--- config.mk ---
export PLATFORM = sky130hd
export DESIGN_NAME = clb_fifo
export DESIGN_NICKNAME = d
export VERILOG_FILES = /design/src/rtl/clb_pkg.sv /design/src/rtl/clb_fifo.sv
export SDC_FILE = /design/constraint.sdc
export NUM_CORES = 1
export LEC_CHECK = 0
export ABC_AREA = 1
export ABC_CLOCK_PERIOD_IN_PS = 10800
export BUFFER_PORTS_ARGS = -buffer_cell sky130_fd_sc_hd__buf_2
export CAP_MARGIN = 20
export CORE_UTILIZATION = 35
export DETAILED_ROUTE_END_ITERATION = 7
export PLACE_DENSITY = 0.62
export SLEW_MARGIN = 20
export SYNTH_ARGS = -nofsm -noshare
export SYNTH_HDL_FRONTEND = slang
export SYNTH_SLANG_ARGS = --single-unit
export TNS_END_PERCENT = 100
--- constraint.sdc ---
create_clock -name clock -period 10.8 [get_ports clock]
set_input_delay 1.08 -clock clock [delete_from_list [all_inputs] [get_ports clock]]
set_output_delay 1.08 -clock clock [all_outputs]
set_load 0.005 [all_outputs]
--- src/rtl/clb_pkg.sv ---
// shared types and constants of the line to box clipper
`timescale 1ns / 1ps
package clb_pkg;

   localparam int CLB_FRAC_BITS = 16;
   localparam int CLB_COORD_W   = 16;
   localparam int CLB_C_W       = 32;
   localparam int CLB_NUM_W     = 34;
   localparam int CLB_DEN_W     = 16;
   localparam int CLB_OUT_W     = 32;

   typedef struct packed {
      logic                   mag_neg;
      logic [CLB_NUM_W-1:0]   mag;
   } clb_num_type;

   typedef struct packed {
      logic                          a_nz;
      logic                          b_nz;
      logic signed [CLB_COORD_W-1:0] lx;
      logic signed [CLB_COORD_W-1:0] ly;
      logic signed [CLB_COORD_W-1:0] hx;
      logic signed [CLB_COORD_W-1:0] hy;
      logic [CLB_DEN_W-1:0]          den_a;
      logic [CLB_DEN_W-1:0]          den_b;
      clb_num_type                   num_a_lo;
      clb_num_type                   num_a_hi;
      clb_num_type                   num_b_lo;
      clb_num_type                   num_b_hi;
   } clb_item_type;

endpackage

--- src/rtl/clb_fifo.sv ---
// short queue between front and back
`timescale 1ns / 1ps
module clb_fifo
   import clb_pkg::*;
(
   input  logic         clock,
   input  logic         reset,
   input  logic         push,
   input  clb_item_type push_item,
   input  logic         pop,
   output logic         not_empty,
   output logic         almost_full,
   output clb_item_type head_item
);

   localparam int DEPTH = 4;

   clb_item_type mem_ff [DEPTH];
   logic [1:0]   wr_ff, wr_in, rd_ff, rd_in;
   logic [2:0]   cnt_ff, cnt_in;
   logic         do_pop;

   assign do_pop = pop && (cnt_ff != 3'd0);
   assign wr_in  = push ? wr_ff + 2'd1 : wr_ff;
   assign rd_in  = do_pop ? rd_ff + 2'd1 : rd_ff;
   assign cnt_in = cnt_ff + {2'b00, push} - {2'b00, do_pop};

   always_ff @(posedge clock) begin
      if (reset) begin
         wr_ff  <= '0;
         rd_ff  <= '0;
         cnt_ff <= '0;
      end else begin
         wr_ff  <= wr_in;
         rd_ff  <= rd_in;
         cnt_ff <= cnt_in;
      end
   end

   always_ff @(posedge clock) begin
      if (push) begin
         mem_ff[wr_ff] <= push_item;
      end
   end

   assign head_item   = mem_ff[rd_ff];
   assign not_empty   = (cnt_ff != 3'd0);
   assign almost_full = (cnt_ff > 3'd1);

endmodule

Word level (Yosys, flattened, before mapping):

Memory sizes are Yosys's and may differ from the RTL's. A register that Yosys moved wholly into a read port is not among the register bits.
Cells that the tools add are included.

* flip-flop bits (word level): 7
* memory bits (writable): 952
* input port bits: 242
* output and inout bits: 240
* word-level logic and storage cells: 15
* memories: 1

* $add $sub $neg: 4
* $lt $le $gt $ge: 1
* muxes and demuxes: 4
* reduce and logical (&&, ||, !) cells: 2

Memory list
* mem_ff: words 4, width 238, rd ports 1, clocked after memory_dff 1, write ports 1, RTL line clb_fifo.sv:18 `clb_item_type mem_ff [DEPTH];`

Operator list (count)
* $add A2 B1 Y2 const B: 2
* $mux W2: 2
* $add A3 B1 Y3: 1
* $gt A3 B1 Y1 const B: 1
* $reduce_bool A3 Y1: 1
* $sub A3 B1 Y3: 1
* $mux W1: 2
* $logic_and A1 B1 Y1: 1

Logic depth before layout (Yosys ltp):

* depth after elaboration: 4
* depth in mapped cells: 9
* mapped depth without buffers: 9

Worst setup path after synthesis:

Ideal clock, no wire load.

* kind: input to register
* from: input push
* to: memory mem_ff[0][0] (netlist name) (enable)
* setup time: 0.589 ns
* arrival time: 5.678 ns
* required time: 10.211 ns
* setup slack: 4.533 ns
* stages: 2
* buffers on the path: 0
* cell sequence: nand2_1 > inv_1

* longest elaborated chain between the ends: 2

Ends and longest elaborated chain
* start: declaration: RTL line clb_fifo.sv:8 `input logic push,`
* $mux W1: RTL line clb_fifo.sv:41 `if (push) begin`
* $mux W1 (not written as such): RTL line clb_fifo.sv:42 `mem_ff[wr_ff] <= push_item;`
* end: declaration: RTL line clb_fifo.sv:18

No other way between the ends.

==> impl_metrics.csv <==
group,metric,value,unit
floorplan,die_w,321,um
detailed_routing,vias,21051,
detailed_routing,drt-vias-per-instance,4.95,
run_status,outcome,"finished, final reports clean",
sta,fin_crit_sh,45.8,%
synth,synth_area_leaders,"edfxtp_1 (80%), o21ai_0 (6.2%), nor2_1 (5.1%)",
clocking,cts_sinks,961,
synth,avgSynthCellArea,15.1,um^2
synth,ys_types,20,
sta,clock.fmax,202,MHz
finish,multiInputGateArea,0.00589,mm^2
synth,syn_inst,2360,
synth,ys.flop_type,"edfxtp_1",
global_routing,grt_pass1_wl,120000,um
finish,drive_above_1_share,22.3,%
global_routing,grtUsageMet3,5.60,%
setup_path,critPathCaptureType,"output port",
detailed_routing,drt_iter0_markers,1269,
finish,register_area,0.0288,mm^2
clocking,cts_tree,"built",
clocking,htreeDepth,3,
global_routing,antenna_found_initial,31,
global_routing,overflow,0,
global_routing,grtUsageMet2,24.3,%
synth,yosysSeqAreaShare,80.8,%
synth,syn-num-nets,2610,
placed_design,hpwlAfterDp,45100,um
setup_path,arrival,3860,ps
global_routing,gr-usage-all-layers,15.1,%
floorplan,initial_core_util,35.5,%
global_routing,grt_use_met1,18.3,%
finish,mostFrequentLayoutCell,"edfxtp_1",
detailed_routing,drcViolationCount,0,
global_routing,grt_pass1_vias,19970,
synth,ys_ff_latch,961,
synth,netlist.area_leader.share,80.3,%
sta,worst_slew_pin_slew,1110,ps
floorplan,core_area,0.100,mm^2
setup_path,crit_family,"buffers and inverters",
clocking,numCtsBuffers,98,
floorplan,die_y,321,um
synth,synth-edff-count,952,
worst_hold_path,min_path_type,"reg -> reg",
setup_path,crit_path_start_kind,"flip-flop",
clocking,cts_resized,0,
floorplan,die_area,0.103,mm^2
clocking,ctsHoldBuffers,0,
global_routing,grt.busiest_layer,"met2",
finish,final_util,42.0,%
setup_path,cpPeakStageDelay,810,ps
sta,rsz0062_at_grt,"false",
clocking,clockBufferDepth,3,
setup_path,cp_max_fo,182,
synth,synth_area,0.0356,mm^2
detailed_routing,first_pass_iters,5,
setup_path,critPathKind,"reg -> out",
global_routing,grt_start_max_net_pins,202,
floorplan,io-pin-count,482,
setup_path,path_buf_inv,3,
setup_path,worstPathCellList,"buf_4 > buf_12 > o21ai_0 > o22ai_1 > buf_2",
sta,tns,0,ps
run,drv_cap,0,
power,vdd_drop_max,0.164,mV
floorplan,row_count,116,
sta,hold_viol_final,0,
sta,setup_violations,0,
setup_path,crit_slowest_cell,"buf_4",
power,pwr_density_cell,216,mW/mm^2
clocking,post_cts_buffers,0,
synth,synth.largest_area_cell,"edfxtp_1",
setup_path,cp.required,9720,ps
detailed_routing,ant_nets,0,
synth,synthArstFlopShare,0,%
placed_design,gp_congestion,0.741,
finish,final_nets,3058,
clocking,clk_pin_slew,60,ps
sta,report.final.slew_viol_count,0,
finish,fillers,9174,
detailed_routing,wl_per_cell,18.9,um
power,p_leak,0.0144,uW
clocking,clk_latency,650,ps
synth,yosys_warnings,0,
placed_design,port_buffers,481,
finish,synthToLayoutAreaGrowth,18.5,%
sta,fin_skew,23.0,ps
detailed_routing,wirelength,80300,um
sta,period_minus_slack,4940,ps
finish,final_cell_mix,"edfxtp_1 (952), nor2_1 (483), buf_2 (481)",
clocking,ctsRootBufferMaster,"clkbuf_16",
sta,maxSlewHeadroom,25.8,%
[report_power, final]
group	switching, uW	internal (uW)	total, uW
Combinational	1040	534	1580
Clock	1340	1880	3220
Sequential	56.7	4280	4330
[metal layers]
metal	vias to the layer above	routed length, um
li1	9880	-
met1	10386	32300
met2	571	38100
met3	178	7140
met4	36	2480
met5	-	226
[stage by stage]
| stage | hold WS, ps | cell area, um^2 | cells | power (uW) | setup slack (ps) |
|---|---|---|---|---|---|
| floorplan | 448 | 35600 | 2360 | 5360 | 4530 |
| global placement | 461 | 39100 | 4065 | 5990 | 6580 |
| detailed placement | 470 | 39100 | 4065 | 6010 | 6570 |
| CTS | 489 | 42100 | 4237 | 9240 | 5810 |
| global route | 522 | 42200 | 4245 | 9530 | 5660 |
| finish | 483 | 42200 | 4252 | 9130 | 5860 |
[flip-flops by register name, summed over array words and instances (netlist names), named ones only]
signal,count
rd_ff,2
mem_ff,952
cnt_ff,3
wr_ff,2
[synthesized netlist by cell type, types with 2 or more instances]
library cell,instances
buf_4,9
clkbuf_2,2
buf_2,47
nor2_1,483
a21oi_1,4
o21ai_0,439
buf_6,27
clkbuf_1,72
nand2_1,9
o22ai_1,238
dfxtp_1,9
ha_1,7
inv_1,16
o21ai_1,41
edfxtp_1,952
[cells by family after synthesis]
family                     share of synthesized area [%]
AOI/OAI and AO/OA                                   11.0
xor gates and xnor gates                          0.0246
adders and majority gates                          0.302
buffers and inverters                               2.69
DFF                                                 80.8
and+or+nand+nor                                     5.20
[tightest hold or removal path, delay by kind of cell (launching register included)]
kind | cells | cell delay [ps]
DFF | 1 | 330
AOI/OAI and AO/OA | 1 | 50
and+or+nand+nor | 1 | 70
[final timing paths]
check,end,from,depth (start not counted),slack (ps)
max,head_item[96],flip-flop,5,5860
min,flip-flop,rd_ff[0],2,480
max reg2reg,mem_ff[1][153],wr_ff[1],6,7480
min reg2reg,flip-flop,rd_ff[0],2,480
[layout make-up]
class / instances / area share [%]
multi-input cells: 1225 / 14.0
clock buffers: 120 / 6.11
well taps: 1357 / 4.02
inverters: 17 / 0.273
diodes: 15 / 0.0890
flip-flops and latches: 961 / 68.2
clock inverters: 52 / 1.15
repair buffers: 505 / 6.19
(Power assumes the default switching activity.)
