===== src/rtl/clb_pkg.sv =====
// shared types and constants of the line to box clipper
`timescale 1ns / 1ps
package clb_pkg;

   localparam int CLB_FRAC_BITS = 16;
   localparam int CLB_COORD_W   = 16;
   localparam int CLB_C_W       = 32;
   localparam int CLB_NUM_W     = 34;
   localparam int CLB_DEN_W     = 16;
   localparam int CLB_OUT_W     = 32;

   typedef struct packed {
      logic                   mag_neg;
      logic [CLB_NUM_W-1:0]   mag;
   } clb_num_type;

   typedef struct packed {
      logic                          a_nz;
      logic                          b_nz;
      logic signed [CLB_COORD_W-1:0] lx;
      logic signed [CLB_COORD_W-1:0] ly;
      logic signed [CLB_COORD_W-1:0] hx;
      logic signed [CLB_COORD_W-1:0] hy;
      logic [CLB_DEN_W-1:0]          den_a;
      logic [CLB_DEN_W-1:0]          den_b;
      clb_num_type                   num_a_lo;
      clb_num_type                   num_a_hi;
      clb_num_type                   num_b_lo;
      clb_num_type                   num_b_hi;
   } clb_item_type;

endpackage


===== src/rtl/clb_front.sv =====
// front end: sorts the box, forms the numerators of the box edges
`timescale 1ns / 1ps
module clb_front
   import clb_pkg::*;
(
   input  logic                          clock,
   input  logic                          reset,
   input  logic                          in_valid,
   input  logic signed [CLB_COORD_W-1:0] coef_a,
   input  logic signed [CLB_COORD_W-1:0] coef_b,
   input  logic signed [CLB_C_W-1:0]     coef_c,
   input  logic signed [CLB_COORD_W-1:0] c1x,
   input  logic signed [CLB_COORD_W-1:0] c1y,
   input  logic signed [CLB_COORD_W-1:0] c2x,
   input  logic signed [CLB_COORD_W-1:0] c2y,
   output logic                          out_valid,
   output clb_item_type                  out_item
);

   logic                          v1_ff, v2_ff, v3_ff;
   logic signed [CLB_COORD_W-1:0] a1_ff, b1_ff, a2_ff, b2_ff;
   logic signed [CLB_C_W-1:0]     c1_ff, c2_ff;
   logic signed [CLB_COORD_W-1:0] lx1_ff, ly1_ff, hx1_ff, hy1_ff;
   logic signed [CLB_COORD_W-1:0] lx2_ff, ly2_ff, hx2_ff, hy2_ff;
   logic signed [2*CLB_COORD_W-1:0] p_alo_ff, p_ahi_ff, p_blo_ff, p_bhi_ff;
   clb_item_type                  item_ff, item_in;

   function automatic clb_num_type mk_num(input logic signed [2*CLB_COORD_W-1:0] p,
                                          input logic signed [CLB_C_W-1:0] c,
                                          input logic den_neg);
      logic signed [CLB_NUM_W-1:0] n;
      clb_num_type r;
      n = -(CLB_NUM_W'(p) + CLB_NUM_W'(c));
      r.mag     = n[CLB_NUM_W-1] ? CLB_NUM_W'(-n) : CLB_NUM_W'(n);
      r.mag_neg = n[CLB_NUM_W-1] ^ den_neg;
      return r;
   endfunction

   function automatic logic [CLB_DEN_W-1:0] mag16(input logic signed [CLB_COORD_W-1:0] v);
      return v[CLB_COORD_W-1] ? CLB_DEN_W'(-v) : CLB_DEN_W'(v);
   endfunction

   always_ff @(posedge clock) begin
      if (reset) begin
         v1_ff <= 1'b0;
         v2_ff <= 1'b0;
         v3_ff <= 1'b0;
      end else begin
         v1_ff <= in_valid;
         v2_ff <= v1_ff;
         v3_ff <= v2_ff;
      end
   end

   always_ff @(posedge clock) begin
      // stage 1: capture beat, order the corners
      a1_ff  <= coef_a;
      b1_ff  <= coef_b;
      c1_ff  <= coef_c;
      lx1_ff <= (c1x > c2x) ? c2x : c1x;
      hx1_ff <= (c1x > c2x) ? c1x : c2x;
      ly1_ff <= (c1y > c2y) ? c2y : c1y;
      hy1_ff <= (c1y > c2y) ? c1y : c2y;
      // stage 2: products
      a2_ff    <= a1_ff;
      b2_ff    <= b1_ff;
      c2_ff    <= c1_ff;
      lx2_ff   <= lx1_ff;
      ly2_ff   <= ly1_ff;
      hx2_ff   <= hx1_ff;
      hy2_ff   <= hy1_ff;
      p_alo_ff <= b1_ff * ly1_ff;
      p_ahi_ff <= b1_ff * hy1_ff;
      p_blo_ff <= a1_ff * lx1_ff;
      p_bhi_ff <= a1_ff * hx1_ff;
      // stage 3: numerators
      item_ff  <= item_in;
   end

   always_comb begin
      item_in.a_nz     = (a2_ff != '0);
      item_in.b_nz     = (b2_ff != '0);
      item_in.lx       = lx2_ff;
      item_in.ly       = ly2_ff;
      item_in.hx       = hx2_ff;
      item_in.hy       = hy2_ff;
      item_in.den_a    = mag16(a2_ff);
      item_in.den_b    = mag16(b2_ff);
      item_in.num_a_lo = mk_num(p_alo_ff, c2_ff, a2_ff[CLB_COORD_W-1]);
      item_in.num_a_hi = mk_num(p_ahi_ff, c2_ff, a2_ff[CLB_COORD_W-1]);
      item_in.num_b_lo = mk_num(p_blo_ff, c2_ff, b2_ff[CLB_COORD_W-1]);
      item_in.num_b_hi = mk_num(p_bhi_ff, c2_ff, b2_ff[CLB_COORD_W-1]);
   end

   assign out_valid = v3_ff;
   assign out_item  = item_ff;

endmodule


===== config.mk =====
export PLATFORM = sky130hd
export DESIGN_NAME = clb_front
export DESIGN_NICKNAME = d
export VERILOG_FILES = /design/src/rtl/clb_pkg.sv /design/src/rtl/clb_front.sv
export SDC_FILE = /design/constraint.sdc
export NUM_CORES = 2
export LEC_CHECK = 0
export BUFFER_PORTS_ARGS = -buffer_cell sky130_fd_sc_hd__buf_2
export CORE_ASPECT_RATIO = 1.4
export CORE_MARGIN = 4
export CORE_UTILIZATION = 55
export DETAILED_ROUTE_END_ITERATION = 7
export PLACE_DENSITY_LB_ADDON = 0.2
export SLEW_MARGIN = 25
export SYNTH_ARGS = -nofsm -noshare
export SYNTH_HDL_FRONTEND = slang
export SYNTH_SLANG_ARGS = --single-unit
export TNS_END_PERCENT = 10

===== constraint.sdc =====
create_clock -name clock -period 11.2 [get_ports clock]
set_input_delay 2.24 -clock clock [delete_from_list [all_inputs] [get_ports clock]]
set_output_delay 2.24 -clock clock [all_outputs]
set_load 0.005 [all_outputs]

Word level (Yosys, flattened, before mapping)
Cells that the tools add are included.
{ "word_totals": {"elab_cells": 79, "output_inout_bits": 239, "register_bits": 625, "input_bits": 131} }
{ "op_classes": {"reduce_logical": 2, "n_addsub": 14, "muxes": 10, "order_cmp": 2, "bitwise": 4, "multipliers": 4} }
{ "ops": {"columns": ["cell", "count"], "rows": [
  ["33-bit negator with 34-bit output", 4],
  ["34-bit negator", 4],
  ["32-bit by 32-bit adder with 33-bit output", 4],
  ["33-bit two-way mux", 4],
  ["16-bit by 16-bit multiplier with 32-bit output", 4],
  ["16-bit two-way mux", 4],
  ["16-bit > comparator", 2],
  ["16-bit negator", 2],
  ["16-bit nonzero test", 2],
  ["15-bit two-way mux", 2],
  ["1-bit XOR", 4]
]} }

Longest topological paths before layout
{ "depth": {"depth_word": 4, "mapped_depth": 27, "depth_no_buf": 26} }

Least setup slack after synthesis
OpenSTA, ideal clock, no wires.
{ "synth_path": {"path_type": "register to register", "from": "reg b1_ff[10]", "to": "reg p_alo_ff[30]", "required_time_ps": 11073, "n_path_buf": 1, "t_arrival_ps": 6294, "setup_ps": 127, "stages_incl_launch_ff": 22, "setup_slack_ps": 4780, "period_less_slack_ps": 6420, "cell_sequence": "dfxtp_1 clkbuf_1 nand2_1 fa_1 fa_1 fa_1 fa_1 inv_1 fa_1 fa_1 ha_1 a21o_1 a21o_1 a21o_1 a41oi_1 o21ai_0 a41oi_1 a21oi_1 and4_1 a2111oi_0 o21ai_0 xor2_1"} }
{ "synth_between": {"elab_chain_len": 1} }
{ "synth_rtl": {"columns": ["item", "line_no", "source"], "rows": [
  ["start, declared", "clb_front.sv:21", "logic signed [CLB_COORD_W-1:0] a1_ff, b1_ff, a2_ff, b2_ff;"],
  ["start signal, assigned", "clb_front.sv:58", "b1_ff <= coef_b;"],
  ["16-bit by 16-bit multiplier with 32-bit output", "clb_front.sv:72", "p_alo_ff <= b1_ff * ly1_ff;"],
  ["end signal, assigned", "clb_front.sv:72", null],
  ["end, declared", "clb_front.sv:25", "logic signed [2*CLB_COORD_W-1:0] p_alo_ff, p_ahi_ff, p_blo_ff, p_bhi_ff;"]
]} }
No other way between the ends.
A chain may end at the register's enable or synchronous reset.

Worst setup path in the final report
{ "layout_path": {"from": "reg b1_ff[4]", "to": "reg p_alo_ff[30]"} }
The elaborated chain is that of the path after synthesis.

==> flow_metrics.py <==
metrics = {
    "clock_tree": {
        "post_cts_hold_buffer_count": 0,
        "insertion_delay_ns": 0.70,
        "clkSlewWorstSetupHoldPaths_ns": 0.07,
        "cts.sink_count": 625,
        "cts_max_path_buffers": 3,
        "clock_tree.htree_level_count": 3,
        "cts_root_buf": "sky130_fd_sc_hd__clkbuf_16",
        "postCtsSetupBuffers": 0,
        "cts_buffers": 67,
        "post_cts.resized_instances": 0,
        "cts_tree": "done",
    },
    "floorplanning": {
        "floorplan.io_pins": 370,
        "row_count": 149,
        "placeableCoreArea_sq_mm": 0.1182,
        "die_area_sq_mm": 0.1250,
        "initial_core_util": 0.5555,
        "floorplan.die.width_um": 300.0,
        "die_y_um": 416.8,
    },
    "detailed_routing": {
        "first_iter_violations": 2807,
        "drtAntennaViolNets": 0,
        "routed_wire_length_per_instance_um": 19.85,
        "routed-via-count": 47930,
        "vias_per_cell": 5.441,
        "remaining_drc_errors": 0,
        "routed_wirelength_mm": 174.9,
        "drt-pass1-iter-count": 6,
    },
    "sta": {
        "layout_setup_ws_ns": 3.864,
        "post-route-period-util": 0.6550,
        "timing.final.max_slew_violations": 0,
        "fin_crit_ns": 7.336,
        "holdWs_ns": 0.2976,
        "grt_setup_unrepaired": "false",
        "slew_headroom": 0.2883,
        "max_freq_mhz": 136.3,
        "setup-violations-final": 0,
        "final.setup_skew_ns": 0.05701,
        "hold_violations": 0,
        "totalNegativeSetupSlack_ns": 0,
        "tightest_slew_ns": 1.068,
    },
    "synth": {
        "synth_flop_type": "sky130_fd_sc_hd__dfxtp_1",
        "yosys_warnings": 0,
        "syn-mean-instance-area_sq_um": 9.509,
        "yosysUniqueCellTypes": 95,
        "async_sr_flop_fraction": 0,
        "syn-num-nets": 8710,
        "synth_sequential_area_ratio": 0.1906,
        "edff_count_synth": 0,
        "synth_top_area_share": 0.3208,
        "synth_area_leaders": "sky130_fd_sc_hd__fa_1, sky130_fd_sc_hd__dfxtp_1, sky130_fd_sc_hd__ha_1, sky130_fd_sc_hd__inv_1, sky130_fd_sc_hd__and2_1",
        "syn-cell-area_sq_mm": 0.06566,
        "synthesized_flop_and_latch_total": 625,
        "syn_inst": 6905,
        "yosys.area.top_type": "sky130_fd_sc_hd__fa_1",
    },
    "global_routing": {
        "grt.overflow.total": 0,
        "first_pass_grt_wire_length_mm": 276.4,
        "grt_pass1_vias": 50860,
        "initial_antenna_violation_count": 5,
        "maximum_number_of_pins_on_one_net_before_global_route_repair": 34,
        "grt.total_usage": 0.2843,
    },
    "outcome": {
        "status": "finished, final reports clean",
    },
    "setup_path": {
        "worst_ep_required_time_ns": 11.77,
        "critical_path.max_fanout": 17,
        "crit_arrival_ns": 7.90,
        "critPathKind": "reg2reg",
        "cp-end-kind": "flip-flop",
        "startpoint_type": "flip-flop",
    },
    "finish": {
        "final_common_cell": "sky130_fd_sc_hd__inv_1",
        "fill_cells": 10340,
        "fin_nets": 8977,
        "area_delta_synth_final_pct": 8.604,
        "final_cell_mix": "sky130_fd_sc_hd__inv_1, sky130_fd_sc_hd__fa_1, sky130_fd_sc_hd__dfxtp_1",
        "fraction_of_final_layout_cells_with_drive_strength_greater_than_1": 0.08863,
    },
    "placed_design": {
        "gp_congestion": 0.9381,
        "post-place-ws_ns": 3.943,
        "port_buffers": 369,
        "detailedPlacementHpwl_mm": 139.4,
    },
    "job": {
        "drv.max_cap_violation_count": 0,
    },
    "hold_path": {
        "min-delay-path-class": "reg2reg",
    },
}
[worst max-delay path, stage by stage (launching register included)]
cell and delay (ns):
sky130_fd_sc_hd__dfxtp_1 0.71, sky130_fd_sc_hd__buf_4 0.36, sky130_fd_sc_hd__and2_1 0.19, sky130_fd_sc_hd__fa_1 0.43, sky130_fd_sc_hd__inv_1 0.08, sky130_fd_sc_hd__fa_1 0.44
sky130_fd_sc_hd__fa_1 0.42, sky130_fd_sc_hd__fa_1 0.50, sky130_fd_sc_hd__inv_1 0.06, sky130_fd_sc_hd__fa_1 0.55, sky130_fd_sc_hd__fa_1 0.41, sky130_fd_sc_hd__ha_1 0.34
sky130_fd_sc_hd__a21o_1 0.17, sky130_fd_sc_hd__a21o_1 0.20, sky130_fd_sc_hd__a21o_1 0.18, sky130_fd_sc_hd__a41oi_1 0.37, sky130_fd_sc_hd__o21ai_0 0.25, sky130_fd_sc_hd__a41oi_1 0.29
sky130_fd_sc_hd__a21oi_1 0.14, sky130_fd_sc_hd__and4_1 0.22, sky130_fd_sc_hd__a2111oi_0 0.52, sky130_fd_sc_hd__o21ai_0 0.21, sky130_fd_sc_hd__xor2_1 0.17
[registers in the layout, summed over array words and instances, names as in the netlist, 32 cells and up]
| register | cells |
|---|---|
| c1_ff | 32 |
| p_ahi_ff | 32 |
| out_item | 238 |
| p_alo_ff | 32 |
| p_bhi_ff | 32 |
| p_blo_ff | 32 |
| c2_ff | 32 |
[worst paths after layout]
kind | start | to | slack, ns | depth (start not counted)
setup / recovery | b1_ff[4]$_DFF_P_ | p_alo_ff[30]$_DFF_P_ | 3.86 | 22
hold / removal | lx2_ff[10]$_DFF_P_ | out_item[230]$_DFF_P_ | 0.30 | 0
setup reg to reg | b1_ff[4]$_DFF_P_ | p_alo_ff[30]$_DFF_P_ | 3.86 | 22
hold reg to reg | lx2_ff[10]$_DFF_P_ | out_item[230]$_DFF_P_ | 0.30 | 0
[metrics by stage]
| step | cell area [sq um] | cells | util |
|---|---|---|---|
| after floorplan | 65660 | 6905 | - |
| after global placement | 68980 | 8688 | 0.5836 |
| after detailed placement | 68980 | 8688 | 0.5836 |
| after CTS | 71300 | 8806 | 0.6032 |
| after global routing | 71300 | 8806 | 0.6032 |
| final | 71310 | 8809 | 0.6033 |
[logic make-up after synthesis]
group / Yosys count / synth area share
AND/OR/NAND/NOR: 1699 / 0.1304
XOR/XNOR: 398 / 0.05309
buffers and inverters: 1619 / 0.09277
adder cells (fa/ha/maj): 1674 / 0.4393
AO/OA/AOI/OAI: 821 / 0.08211
flip-flops: 625 / 0.1906
multiplexers: 69 / 0.01178
[cells in the mapped netlist, drive strengths merged, types with 23 or more instances]
cell    instances
a211oi         25
a21o          119
a21oi         232
a31oi          34
and2          511
and3           29
clkbuf        195
dfxtp         625
fa           1052
ha            622
inv          1410
mux2           66
nand2         622
nand2b         48
nand3          46
nand4          27
nor2          221
nor2b          27
nor3           59
o211ai         23
o21a           42
o21ai         154
o21bai         27
o31ai          31
or3            31
xnor2         287
xor2          111
[area by class of cell]
type	count	area (sq um)	share of cell area
Clock buffer	84	1871	0.02623
Sequential cell	625	12510	0.1755
Tap cell	1585	1983	0.02781
Antenna cell	3	7.507	0.0001053
Multi-Input combinational cell	4661	47060	0.6600
Clock inverter	34	445.4	0.006247
Timing Repair Buffer	407	2132	0.02990
Inverter	1410	5293	0.07422
[layer usage]
metal | wire length [um] | GRT usage
met4 | 8323 | 0.1265
met2 | 88170 | 0.5010
met3 | 9264 | 0.03495
met5 | 13 | 0
met1 | 69120 | 0.3502
Power is not shown: default switching activity piles up to over one toggle a cycle in this logic, so the estimate is an artifact.
